$ cat src/sv/assert_macros.svh
// Assertion macros shared by the RTL that carries checks.
// Depends on a clock named clk and an active-low reset named arst_n in scope.
`ifndef ASSERT_MACROS_SVH
`define ASSERT_MACROS_SVH

// Property checked on every rising edge outside reset.
`define ASSERT_CLK(label, prop, msg) \
	label: assert property (@(posedge clk) disable iff (!arst_n) (prop)) else $error(msg);

// Condition that must never be seen on a rising edge outside reset.
`define ASSERT_NEVER(label, cond, msg) \
	label: assert property (@(posedge clk) disable iff (!arst_n) !(cond)) else $error(msg);

`endif

$ cat src/sv/mdm_pkg.sv
// Shared types and constants of the multiply/divide/modulo chain evaluator.
// No dependencies; imported by the controller, the datapath and the top level.
package mdm_pkg;

	localparam int DW    = 64;             // arithmetic width of the accumulator
	localparam int OUT_W = 64;             // width of the operand and result fields
	localparam int CW    = $clog2(DW);     // iteration counter width

	localparam logic [1:0] OP_LOAD = 2'd0;
	localparam logic [1:0] OP_MUL  = 2'd1;
	localparam logic [1:0] OP_DIV  = 2'd2;
	localparam logic [1:0] OP_MOD  = 2'd3;

	typedef struct packed {
		logic [1:0]              operation;
		logic signed [OUT_W-1:0] operand_value;
		logic                    last_operand;
	} in_t;

	typedef struct packed {
		logic signed [OUT_W-1:0] result_value;
		logic                    divide_by_zero;
	} out_t;

	typedef enum logic [1:0] {
		ST_IDLE,
		ST_RUN,
		ST_COMMIT
	} state_t;

	// Controller to datapath.
	typedef struct packed {
		logic capture;   // take the request and set up the iteration registers
		logic mul_step;  // one shift-add step
		logic div_step;  // one restoring divide step
		logic commit;    // write the accumulator and the error flag
		logic emit;      // load the output register and clear the chain state
	} cmd_t;

	// Datapath to controller.
	typedef struct packed {
		logic is_load;
		logic is_mul;
		logic div_zero;
		logic last;
		logic cnt_done;
	} stat_t;

endpackage

$ cat src/sv/mdm_datapath.sv
// Datapath: accumulator, error flag, shared shift-add / restoring-divide registers,
// sign fix-up and output register. Depends on mdm_pkg.
module mdm_datapath import mdm_pkg::*; (
	input  logic  clk,
	input  logic  arst_n,
	input  cmd_t  cmd,
	input  in_t   in_data,
	output stat_t stat,
	output out_t  out_data
);

	logic [1:0]    op_q;
	logic          last_q;
	logic [DW-1:0] b_q;
	logic [DW-1:0] acc_q;
	logic          err_q;
	logic [DW-1:0] work_a_q;   // multiplicand, or dividend shifting into quotient
	logic [DW-1:0] work_b_q;   // multiplier, or divisor magnitude
	logic [DW-1:0] work_r_q;   // product, or partial remainder
	logic          q_neg_q;
	logic          r_neg_q;
	logic [CW-1:0] cnt_q;
	out_t          out_q;

	logic [DW-1:0] b_in;
	logic          a_neg;
	logic          b_neg;
	logic [DW-1:0] a_mag;
	logic [DW-1:0] b_mag;
	logic [DW:0]   rem_sh;
	logic [DW:0]   diff;
	logic          is_divmod;
	logic [DW-1:0] acc_next;
	logic          err_next;

	assign b_in  = in_data.operand_value[DW-1:0];
	assign a_neg = acc_q[DW-1];
	assign b_neg = b_in[DW-1];
	assign a_mag = a_neg ? (~acc_q + 1'b1) : acc_q;
	assign b_mag = b_neg ? (~b_in + 1'b1) : b_in;

	assign rem_sh = {work_r_q, work_a_q[DW-1]};
	assign diff   = rem_sh - {1'b0, work_b_q};

	assign is_divmod = (op_q == OP_DIV) || (op_q == OP_MOD);

	always_comb begin
		acc_next = acc_q;
		err_next = err_q;
		case (op_q)
			OP_LOAD: acc_next = b_q;
			OP_MUL:  acc_next = work_r_q;
			OP_DIV: begin
				if (stat.div_zero) begin
					err_next = 1'b1;
				end else begin
					acc_next = q_neg_q ? (~work_a_q + 1'b1) : work_a_q;
				end
			end
			OP_MOD: begin
				if (stat.div_zero) begin
					err_next = 1'b1;
				end else begin
					acc_next = r_neg_q ? (~work_r_q + 1'b1) : work_r_q;
				end
			end
			default: acc_next = acc_q;
		endcase
	end

	assign stat.is_load  = (op_q == OP_LOAD);
	assign stat.is_mul   = (op_q == OP_MUL);
	assign stat.div_zero = is_divmod && (b_q == '0);
	assign stat.last     = last_q;
	assign stat.cnt_done = (cnt_q == CW'(DW - 1));

	assign out_data = out_q;

	always_ff @(posedge clk or negedge arst_n) begin
		if (!arst_n) begin
			op_q   <= OP_LOAD;
			last_q <= 1'b0;
			acc_q  <= '0;
			err_q  <= 1'b0;
			cnt_q  <= '0;
		end else begin
			if (cmd.capture) begin
				op_q   <= in_data.operation;
				last_q <= in_data.last_operand;
				cnt_q  <= '0;
			end else if (cmd.mul_step || cmd.div_step) begin
				cnt_q <= cnt_q + 1'b1;
			end
			if (cmd.emit) begin
				// chain ends: drop accumulator and error flag
				acc_q <= '0;
				err_q <= 1'b0;
			end else if (cmd.commit) begin
				acc_q <= acc_next;
				err_q <= err_next;
			end
		end
	end

	always_ff @(posedge clk) begin
		if (cmd.capture) begin
			b_q      <= b_in;
			q_neg_q  <= a_neg ^ b_neg;
			r_neg_q  <= a_neg;
			work_r_q <= '0;
			if (in_data.operation == OP_MUL) begin
				work_a_q <= acc_q;
				work_b_q <= b_in;
			end else begin
				work_a_q <= a_mag;
				work_b_q <= b_mag;
			end
		end else if (cmd.mul_step) begin
			if (work_b_q[0]) begin
				work_r_q <= work_r_q + work_a_q;
			end
			work_a_q <= {work_a_q[DW-2:0], 1'b0};
			work_b_q <= {1'b0, work_b_q[DW-1:1]};
		end else if (cmd.div_step) begin
			if (!diff[DW]) begin
				work_r_q <= diff[DW-1:0];
				work_a_q <= {work_a_q[DW-2:0], 1'b1};
			end else begin
				work_r_q <= rem_sh[DW-1:0];
				work_a_q <= {work_a_q[DW-2:0], 1'b0};
			end
		end
		if (cmd.emit) begin
			out_q.divide_by_zero <= err_next;
			out_q.result_value   <= err_next ? '0 : OUT_W'(signed'(acc_next));
		end
	end

endmodule

$ cat src/sv/mdm_controller.sv
// Controller state machine: sequences capture, iteration, commit and result hand-off.
// Depends on mdm_pkg; drives the datapath through cmd_t and reads stat_t.
module mdm_controller import mdm_pkg::*; (
	input  logic  clk,
	input  logic  arst_n,
	input  logic  in_valid,
	output logic  in_ready,
	output logic  out_valid,
	input  logic  out_ready,
	input  stat_t stat,
	output cmd_t  cmd
);

	state_t state_q;
	state_t state_d;
	logic   out_valid_q;
	logic   out_free;

	assign out_free  = !out_valid_q || out_ready;
	assign out_valid = out_valid_q;

	always_ff @(posedge clk or negedge arst_n) begin
		if (!arst_n) begin
			state_q     <= ST_IDLE;
			out_valid_q <= 1'b0;
		end else begin
			state_q <= state_d;
			if (cmd.emit) begin
				out_valid_q <= 1'b1;
			end else if (out_ready) begin
				out_valid_q <= 1'b0;
			end
		end
	end

	always_comb begin
		state_d  = state_q;
		cmd      = '0;
		in_ready = 1'b0;
		case (state_q)
			ST_IDLE: begin
				in_ready = 1'b1;
				if (in_valid) begin
					cmd.capture = 1'b1;
					state_d     = ST_RUN;
				end
			end
			ST_RUN: begin
				if (stat.is_load || stat.div_zero) begin
					state_d = ST_COMMIT;
				end else begin
					cmd.mul_step = stat.is_mul;
					cmd.div_step = !stat.is_mul;
					if (stat.cnt_done) begin
						state_d = ST_COMMIT;
					end
				end
			end
			ST_COMMIT: begin
				// hold a final request until the output register can take it
				if (!stat.last || out_free) begin
					cmd.commit = 1'b1;
					cmd.emit   = stat.last;
					state_d    = ST_IDLE;
				end
			end
			default: state_d = ST_IDLE;
		endcase
	end

endmodule

$ cat src/sv/mul_div_mod_chain_evaluator_unit.sv
// Usage notes
// Evaluates a left-to-right chain of signed 64-bit operands joined by multiply,
// divide or modulo, keeping a running accumulator between requests.
// Input channel in_valid/in_ready/in_data: one request carries an operation
// (load, multiply, divide, modulo), an operand and a last-operand mark.
// Output channel out_valid/out_ready/out_data: one result per chain, sent for
// the request marked last; the chain state is then cleared.
// A multiply or a divide/modulo runs one bit per cycle through the shared
// shift-add / restoring-divide registers: a capture, one step per operand bit
// and a commit come before the next in_ready; a load or a zero divisor skips
// the steps. The result appears in out_data in the cycle after the commit.
// The output register decouples the two sides: new requests are taken while a
// result waits. Only a last request that finds the output register still full
// waits in its commit cycle until out_ready frees it.
// Reset (arst_n low) clears the accumulator, the error flag and all valid state.
// A zero divisor sets a sticky error; the chain's result is then 0 with
// divide_by_zero set.
// Depends on mdm_pkg, mdm_controller, mdm_datapath and assert_macros.svh.
`include "assert_macros.svh"

module mul_div_mod_chain_evaluator_unit import mdm_pkg::*; (
	input  logic clk,
	input  logic arst_n,
	input  logic in_valid,
	output logic in_ready,
	input  in_t  in_data,
	output logic out_valid,
	input  logic out_ready,
	output out_t out_data
);

	cmd_t  cmd;
	stat_t stat;

	mdm_controller u_ctrl (
		.clk       (clk),
		.arst_n    (arst_n),
		.in_valid  (in_valid),
		.in_ready  (in_ready),
		.out_valid (out_valid),
		.out_ready (out_ready),
		.stat      (stat),
		.cmd       (cmd)
	);

	mdm_datapath u_dp (
		.clk      (clk),
		.arst_n   (arst_n),
		.cmd      (cmd),
		.in_data  (in_data),
		.stat     (stat),
		.out_data (out_data)
	);

	`ASSERT_NEVER(a_no_overwrite, cmd.emit && out_valid && !out_ready, "result overwritten")
	`ASSERT_CLK(a_emit_commits, cmd.emit |-> cmd.commit, "emit without commit")
	`ASSERT_CLK(a_no_early_result, (in_valid && in_ready) |=> !$rose(out_valid), "result too early")
	`ASSERT_CLK(a_zero_div_flag, (cmd.emit && stat.div_zero) |=> (out_data.divide_by_zero && out_data.result_value == '0), "zero divisor not flagged")

endmodule
$ cat config.mk
export PLATFORM = sky130hd
export DESIGN_NAME = mul_div_mod_chain_evaluator_unit
export DESIGN_NICKNAME = d
export VERILOG_FILES = /design/src/sv/mdm_pkg.sv /design/src/sv/mdm_datapath.sv /design/src/sv/mdm_controller.sv /design/src/sv/mul_div_mod_chain_evaluator_unit.sv
export VERILOG_INCLUDE_DIRS = /design/src /design/src/sv
export SDC_FILE = /design/constraint.sdc
export NUM_CORES = 1
export LEC_CHECK = 0
export BUFFER_PORTS_ARGS = -buffer_cell sky130_fd_sc_hd__buf_2
export CORE_MARGIN = 5
export CORE_UTILIZATION = 44
export CTS_CLUSTER_SIZE = 20
export DETAILED_ROUTE_END_ITERATION = 16
export SLEW_MARGIN = 20
export SYNTH_ARGS = -nofsm -noshare
export SYNTH_HDL_FRONTEND = slang
export SYNTH_HIERARCHICAL = 1
export SYNTH_SLANG_ARGS = --single-unit
export TNS_END_PERCENT = 1
$ cat constraint.sdc
create_clock -name clk -period 6.75 [get_ports clk]
set_clock_uncertainty 0.2 [all_clocks]
set_input_delay 1.35 -clock clk [delete_from_list [all_inputs] [get_ports clk]]
set_output_delay 1.35 -clock clk [all_outputs]
set_load 0.005 [all_outputs]
==> impl_metrics.py, run 1 <==
metrics = {
    "worst_setup_path": {
        "worstPathArrival_ns": 5.47,
        "worst_path_largest_cell_delay_ns": 0.58,
        "worstReg2RegEnd": "u_dp/work_r_q[6]",
        "rr_startpoint": "u_dp/work_a_q[63]",
        "crit_required_ns": 7.00,
        "worst-path-buf-inv": 2,
        "critical_path.cell_chain": "inv_1 -> ha_1 -> fa_1 -> nand2b_1 -> a21oi_1 -> o221ai_2 -> o21ai_1 -> a31oi_2 -> o31ai_4 -> a311oi_2 -> nor2_4 -> buf_12 -> mux2_2 -> o21ai_0 -> o21ai_0",
        "r2r_setup_slack_ns": 1.53,
        "worstPathMaxFanout": 36,
        "timing.critical_path.from_type": "flop",
        "critPathTopFamily": "compound AO/OA/AOI/OAI gates",
        "cpMostUsedCell": "sky130_fd_sc_hd__o21ai_0",
        "slowest_stage": "sky130_fd_sc_hd__edfxtp_1",
        "setup.worst_path.end_class": "flop",
        "reg2reg_depth": 15,
        "worstSetupPathType": "flop to flop",
    },
    "pwr": {
        "pwr_density_cell_mw_per_mm2": 589.9,
        "post_route_total_power_mw": 20.90,
        "power_leakage_nw": 13.67,
        "ir_drop_mv": 0.2863,
    },
    "logic_synthesis": {
        "async_reset_ff_share_pct": 19.25,
        "yosys.cell_types.count": 104,
        "synth.top_cells.by_area": "sky130_fd_sc_hd__edfxtp_1, sky130_fd_sc_hd__a21oi_1, sky130_fd_sc_hd__dfrtp_1",
        "synth.largest_area_cell": "sky130_fd_sc_hd__edfxtp_1",
        "warnings_synthesis": 6,
        "synth_edf_count": 259,
        "syn-mean-instance-area_um2": 8.186,
        "synth_seq_cells": 400,
        "synth_seq_area_share_pct": 33.99,
        "mappedNetlistArea_mm2": 0.03232,
        "ys_dominant_reg_cell": "sky130_fd_sc_hd__edfxtp_1",
        "postSynthNetCount": 4153,
        "synthCells": 3948,
        "share_of_the_synthesized_area_in_the_top_cell_type_pct": 24.06,
    },
    "cts": {
        "clock_root_buffer": "sky130_fd_sc_hd__clkbuf_16",
        "cts_inserted_buffers": 47,
        "tritoncts": "built",
        "clockBufferDepth": 3,
        "cts_sinks": 400,
        "worst_skew_pair.late_latency_ns": 0.60,
        "clkSlewWorstSetupHoldPaths_ns": 0.06,
        "cts-hold-fix-buffers": 0,
        "postCtsResizedCells": 0,
        "post_cts_buffers": 0,
        "depth_of_the_cts_h_tree": 2,
    },
    "floorplanning": {
        "dieWidth_um": 281.0,
        "number_of_cell_rows": 99,
        "dieArea_mm2": 0.07898,
        "core_mm2": 0.07296,
        "start_util_pct": 44.30,
        "die-height_um": 281.0,
        "boundaryPins": 138,
    },
    "worst_hold_path": {
        "min-delay-path-class": "flop to flop",
        "holdPathStages": 1,
        "timing.hold.worst_endpoint": "u_ctrl/state_q[0]",
        "hold_path.startpoint": "u_ctrl/state_q[1]",
    },
    "sta": {
        "layout_min_cycle_time_ns": 5.218,
        "final_min_period_over_clock_period_pct": 77.30,
        "worst_pin_slew_ns": 1.016,
        "final-max-slew-violation-count": 0,
        "max_freq_ghz": 0.1916,
        "rsz0062_at_grt": "false",
        "final.setup.worst_slack_ns": 1.532,
        "timing.slew.headroom_pct": 31.40,
        "finalSetupViolCount": 0,
        "final-hold-violation-count": 0,
        "setup_total_negative_slack_ns": 0,
    },
    "global_route": {
        "grt.total_usage_pct": 30.18,
        "grt.met1_usage_pct": 45.75,
        "number_of_antenna_violations_at_the_first_check_in_global_routing": 1,
        "grt_start_max_net_pins": 112,
        "overflow_after_grt": 0,
        "grt_pass1_vias": 28250,
        "grt_pass1_wl_um": 184600,
        "most_congested_layer_reported_by_global_routing": "met1",
        "met3_usage_pct": 7.510,
        "grt.met2_usage_pct": 42.40,
    },
    "detailed_routing": {
        "drc_errors": 0,
        "dr.pass1.iters": 6,
        "dr.first_iter.drc_count": 4704,
        "final_ant_viol_nets": 0,
        "wirelength_um": 124700,
        "detail_route.vias_per_cell": 6.351,
        "vias": 31290,
        "wire_per_inst_um": 25.31,
    },
    "place": {
        "routabilityCongestion": 0.9972,
        "pre_cts_ws_ns": 1.597,
        "dp.final_hpwl_um": 94860,
        "placement.io_buffers": 137,
    },
    "final_layout": {
        "antennaDiodeCount": 0,
        "register_area_mm2": 0.01099,
        "fraction_of_final_layout_cells_sized_beyond_drive_strength_1_pct": 9.478,
        "design.final.nets": 4134,
        "commonest_non_fill_non_tap_cell_in_the_layout": "sky130_fd_sc_hd__a21oi_1",
        "multi_input_area_mm2": 0.01987,
        "final_cell_mix": "sky130_fd_sc_hd__a21oi_1, sky130_fd_sc_hd__nor2_1, sky130_fd_sc_hd__nand2_1",
        "fillerInstances": 7148,
        "flow.area_growth_from_synthesis_pct": 9.605,
    },
    "outcome": {
        "status": "finished, final reports clean",
    },
    "job": {
        "maxCapViolCount": 0,
    },
}
metal layers:
layer	vias up	wire, um
li1	14440	-
met1	14860	55420
met2	1751	50500
met3	227	14750
met4	2	3979
met5	-	13
per-stage QoR:
step | instances | utilization, % | hold slack [ns] | area [um2]
floorplan | 3948 | - | 0.2543 | 32320
global placement | 4839 | 46.20 | 0.2953 | 33710
detailed placement | 4839 | 46.21 | 0.2873 | 33710
CTS | 4926 | 48.55 | 0.3003 | 35420
global route | 4926 | 48.55 | 0.3270 | 35420
finish | 4926 | 48.55 | 0.2999 | 35420
sequential cells by signal, summed over array words and instances (netlist names):
name	flops
u_dp/out_data	65
u_dp/acc_q	64
u_dp/b_q	64
u_dp/work_a_q	64
u_dp/work_b_q	64
u_dp/work_r_q	64
u_dp/cnt_q	6
u_ctrl/state_q	2
u_dp/op_q	2
u_ctrl/out_valid	1
u_dp/err_q	1
u_dp/last_q	1
u_dp/q_neg_q	1
u_dp/r_neg_q	1
final cells by class:
class                      count  area share (%)
multi-input combinational   3154           56.09
clock buffer                  56           3.624
tap                          959           3.387
clock inverter                31           1.212
inverter                     141           1.494
sequential                   400           31.03
timing repair buffer         185           3.172
synthesized netlist by cell type, drive strengths merged (49+ instances only):
master / n
a211oi: 62
a21o: 72
a21oi: 457
buf: 49
clkbuf: 204
dfrtp: 77
dfxtp: 64
edfxtp: 259
ha: 132
inv: 141
mux2i: 57
nand2: 347
nand2b: 57
nand3: 81
nand4: 53
nor2: 458
nor3: 85
o21ai: 295
o31ai: 53
xnor2: 188
xor2: 138
power breakdown:
group          leakage, nW  internal, mW  switching, mW
registers             3.94          3.96           1.66
logic                 8.90          4.54           7.87
clock network        0.837          1.74           1.12
worst max-delay path by stage:
stage,endpoint,cells past startpoint,start
floorplan,u_dp/cnt_q[5],8,in_valid
global placement,u_dp/work_r_q[6],15,u_dp/work_a_q[63]
detailed placement,u_dp/work_r_q[6],15,u_dp/work_a_q[63]
CTS,u_dp/work_r_q[6],15,u_dp/work_a_q[63]
global route,u_dp/work_r_q[6],15,u_dp/work_a_q[63]
finish,u_dp/work_r_q[6],15,u_dp/work_a_q[63]
kinds of logic (layout without fill, tap and decap cells):
kind of cell    Yosys count  in the layout  share of synthesized area [%]
compound gates         1275           1275                          24.63
mux                      89             89                          2.880
simple gates           1330           1330                          19.70
flops                   400            400                          33.99
buf+inv                 394            413                          4.731
xor+xnor                326            326                          8.834
fa+ha+maj               134            134                          5.234
Note: power is estimated with default switching activity, not from simulation.
==> inputs of run 2 (changes only) <==
- clock period: 6.75 -> 4.52 ns (I/O delays scaled with it)
==> impl_metrics.py, run 2 (synthesized netlist as in run 1, its figures left out) <==
metrics = {
    "outcome": {
        "status": "finished, final reports clean",
    },
    "worst_setup_path": {
        "rr_startpoint": "u_dp/work_a_q[0]",
        "timing.critical_path.from_type": "flop",
        "startpoint": "u_dp/work_a_q[0]",
        "cpMostUsedCell": "sky130_fd_sc_hd__a211o_1",
        "setup.worst_path.end_class": "flop",
        "critPathTopFamily": "compound AO/OA/AOI/OAI gates",
        "worst_path_largest_cell_delay_ns": 0.56,
        "worst-path-buf-inv": 1,
        "worstSetupPathType": "flop to flop",
        "slowest_stage": "sky130_fd_sc_hd__edfxtp_1",
        "worstPathArrival_ns": 4.65,
        "crit_required_ns": 4.81,
        "worstPathMaxFanout": 7,
        "critical_path.cell_chain": "ha_1 -> inv_1 -> fa_1 -> nor2b_1 -> o31ai_1 -> a211o_1 -> a211o_1 -> o211a_1 -> o41ai_2 -> a21oi_1 -> o21bai_1 -> a21boi_0 -> mux2i_1 -> o221a_2",
    },
    "sta": {
        "finalSetupViolCount": 0,
        "layout_min_cycle_time_ns": 4.363,
        "rsz0062_at_grt": "false",
        "worst_pin_slew_ns": 0.8462,
        "timing.slew.headroom_pct": 43.38,
        "final-max-slew-violation-count": 0,
        "hold-worst-slack_ns": 0.1761,
        "final_min_period_over_clock_period_pct": 96.52,
        "max_freq_ghz": 0.2292,
        "final-hold-violation-count": 0,
    },
    "final_layout": {
        "final_cell_mix": "sky130_fd_sc_hd__a21oi_1, sky130_fd_sc_hd__nor2_1, sky130_fd_sc_hd__nand2_1",
        "final_cell_count_no_fill": 5046,
        "commonest_non_fill_non_tap_cell_in_the_layout": "sky130_fd_sc_hd__a21oi_1",
        "design.final.nets": 4254,
        "flip_flop_count_of_the_largest_register_after_layout": 65,
        "flow.area_growth_from_synthesis_pct": 12.18,
        "final_core_util_pct": 49.69,
        "design_area_mm2": 0.03625,
        "fraction_of_final_layout_cells_sized_beyond_drive_strength_1_pct": 11.92,
    },
    "cts": {
        "cts_sinks": 400,
        "cts_inserted_buffers": 47,
        "clkSlewWorstSetupHoldPaths_ns": 0.06,
        "clock_root_buffer": "sky130_fd_sc_hd__clkbuf_16",
        "tritoncts": "built",
        "cts-hold-fix-buffers": 0,
        "clockBufferDepth": 3,
        "worst_skew_pair.late_latency_ns": 0.61,
        "depth_of_the_cts_h_tree": 2,
    },
    "pwr": {
        "post_route_total_power_mw": 31.33,
        "pwr_density_cell_mw_per_mm2": 864.2,
        "ir_drop_mv": 0.3939,
        "power.switching_mw": 15.87,
        "power.sequential.fraction_pct": 25.5,
        "power_leakage_nw": 14.23,
        "clkPwrFrac_pct": 12.6,
        "power.share.combinational_pct": 61.9,
        "switching_share_of_total_power_pct": 50.65,
        "p_int_mw": 15.46,
    },
    "global_route": {
        "overflow_after_grt": 0,
        "grt_start_max_net_pins": 109,
        "number_of_antenna_violations_at_the_first_check_in_global_routing": 0,
        "grt_pass1_wl_um": 183700,
        "grt_pass1_vias": 28380,
        "grt.total_usage_pct": 30.28,
    },
    "place": {
        "placement.io_buffers": 137,
        "routabilityCongestion": 0.9770,
        "placed_cells": 4959,
        "placement.cell_area_mm2": 0.03468,
        "dp.final_hpwl_um": 97700,
    },
    "floorplanning": {
        "number_of_cell_rows": 99,
        "dieWidth_um": 281.0,
        "dieArea_mm2": 0.07898,
        "boundaryPins": 138,
        "die-height_um": 281.0,
        "core_mm2": 0.07296,
        "start_util_pct": 44.30,
    },
    "detailed_routing": {
        "dr.first_iter.drc_count": 4435,
        "vias": 31500,
        "detail_route.vias_per_cell": 6.242,
        "final_ant_viol_nets": 0,
        "wirelength_um": 125100,
        "drc_errors": 0,
        "wire_per_inst_um": 24.79,
        "dr.pass1.iters": 6,
    },
    "worst_hold_path": {
        "min-delay-path-class": "input port to asynchronous set/reset pin",
    },
    "job": {
        "maxCapViolCount": 0,
    },
}
run 2: final timing paths:
kind | endpoint | cells past startpoint | slack, ns
max | u_dp/work_r_q[58] | 14 | 0.16
min in group clk | u_dp/work_r_q[19] | 2 | 0.30
max in group asynchronous | u_dp/op_q[0] | 2 | 3.07
min | u_dp/acc_q[4] | 1 | 0.18
max reg2reg | u_dp/work_r_q[58] | 14 | 0.16
min reg2reg | u_dp/work_r_q[19] | 2 | 0.30
run 2: final cells by class:
| class | count | area (um2) |
|---|---|---|
| fillers | 7053 | 36700 |
| multi-input cells | 3154 | 19870 |
| flip-flops and latches | 400 | 10990 |
| repair buffers | 305 | 2100 |
| clock buffers | 62 | 1295 |
| well taps | 959 | 1200 |
| inverters | 141 | 529.3 |
| clock inverters | 24 | 272.8 |
| diodes | 1 | 2.502 |
run 2: stage by stage:
step                worst slack (ns)  TNS (ns)
global placement              0.1465         0
detailed placement           0.09800         0
CTS                           0.1832         0
finish                        0.1571         0
global route                0.005261         0
floorplan                   -0.01836  -0.01836
run 2: power by group through the flow:
stage	clock (mW)	sequential [mW]	combinational (mW)
final	3.95	7.99	19.4
after global routing	4.16	8.05	21.0
after CTS	4.01	7.84	19.0
after detailed placement	0	7.88	18.8
after global placement	0	7.89	18.8
after floorplan	0	7.05	13.4
run 2: per-layer routing:
layer / global-route usage [%] / wire length, um
met5: 0 / 0
met3: 4.901 / 12910
met4: 9.090 / 4213
met1: 46.77 / 56740
met2: 43.31 / 51250
run 2: what timing repair did:
item                                    in CTS  in global routing
buffers inserted                             0                  0
endpoints found under the setup margin       0                  4
gates resized for setup                      0                  2
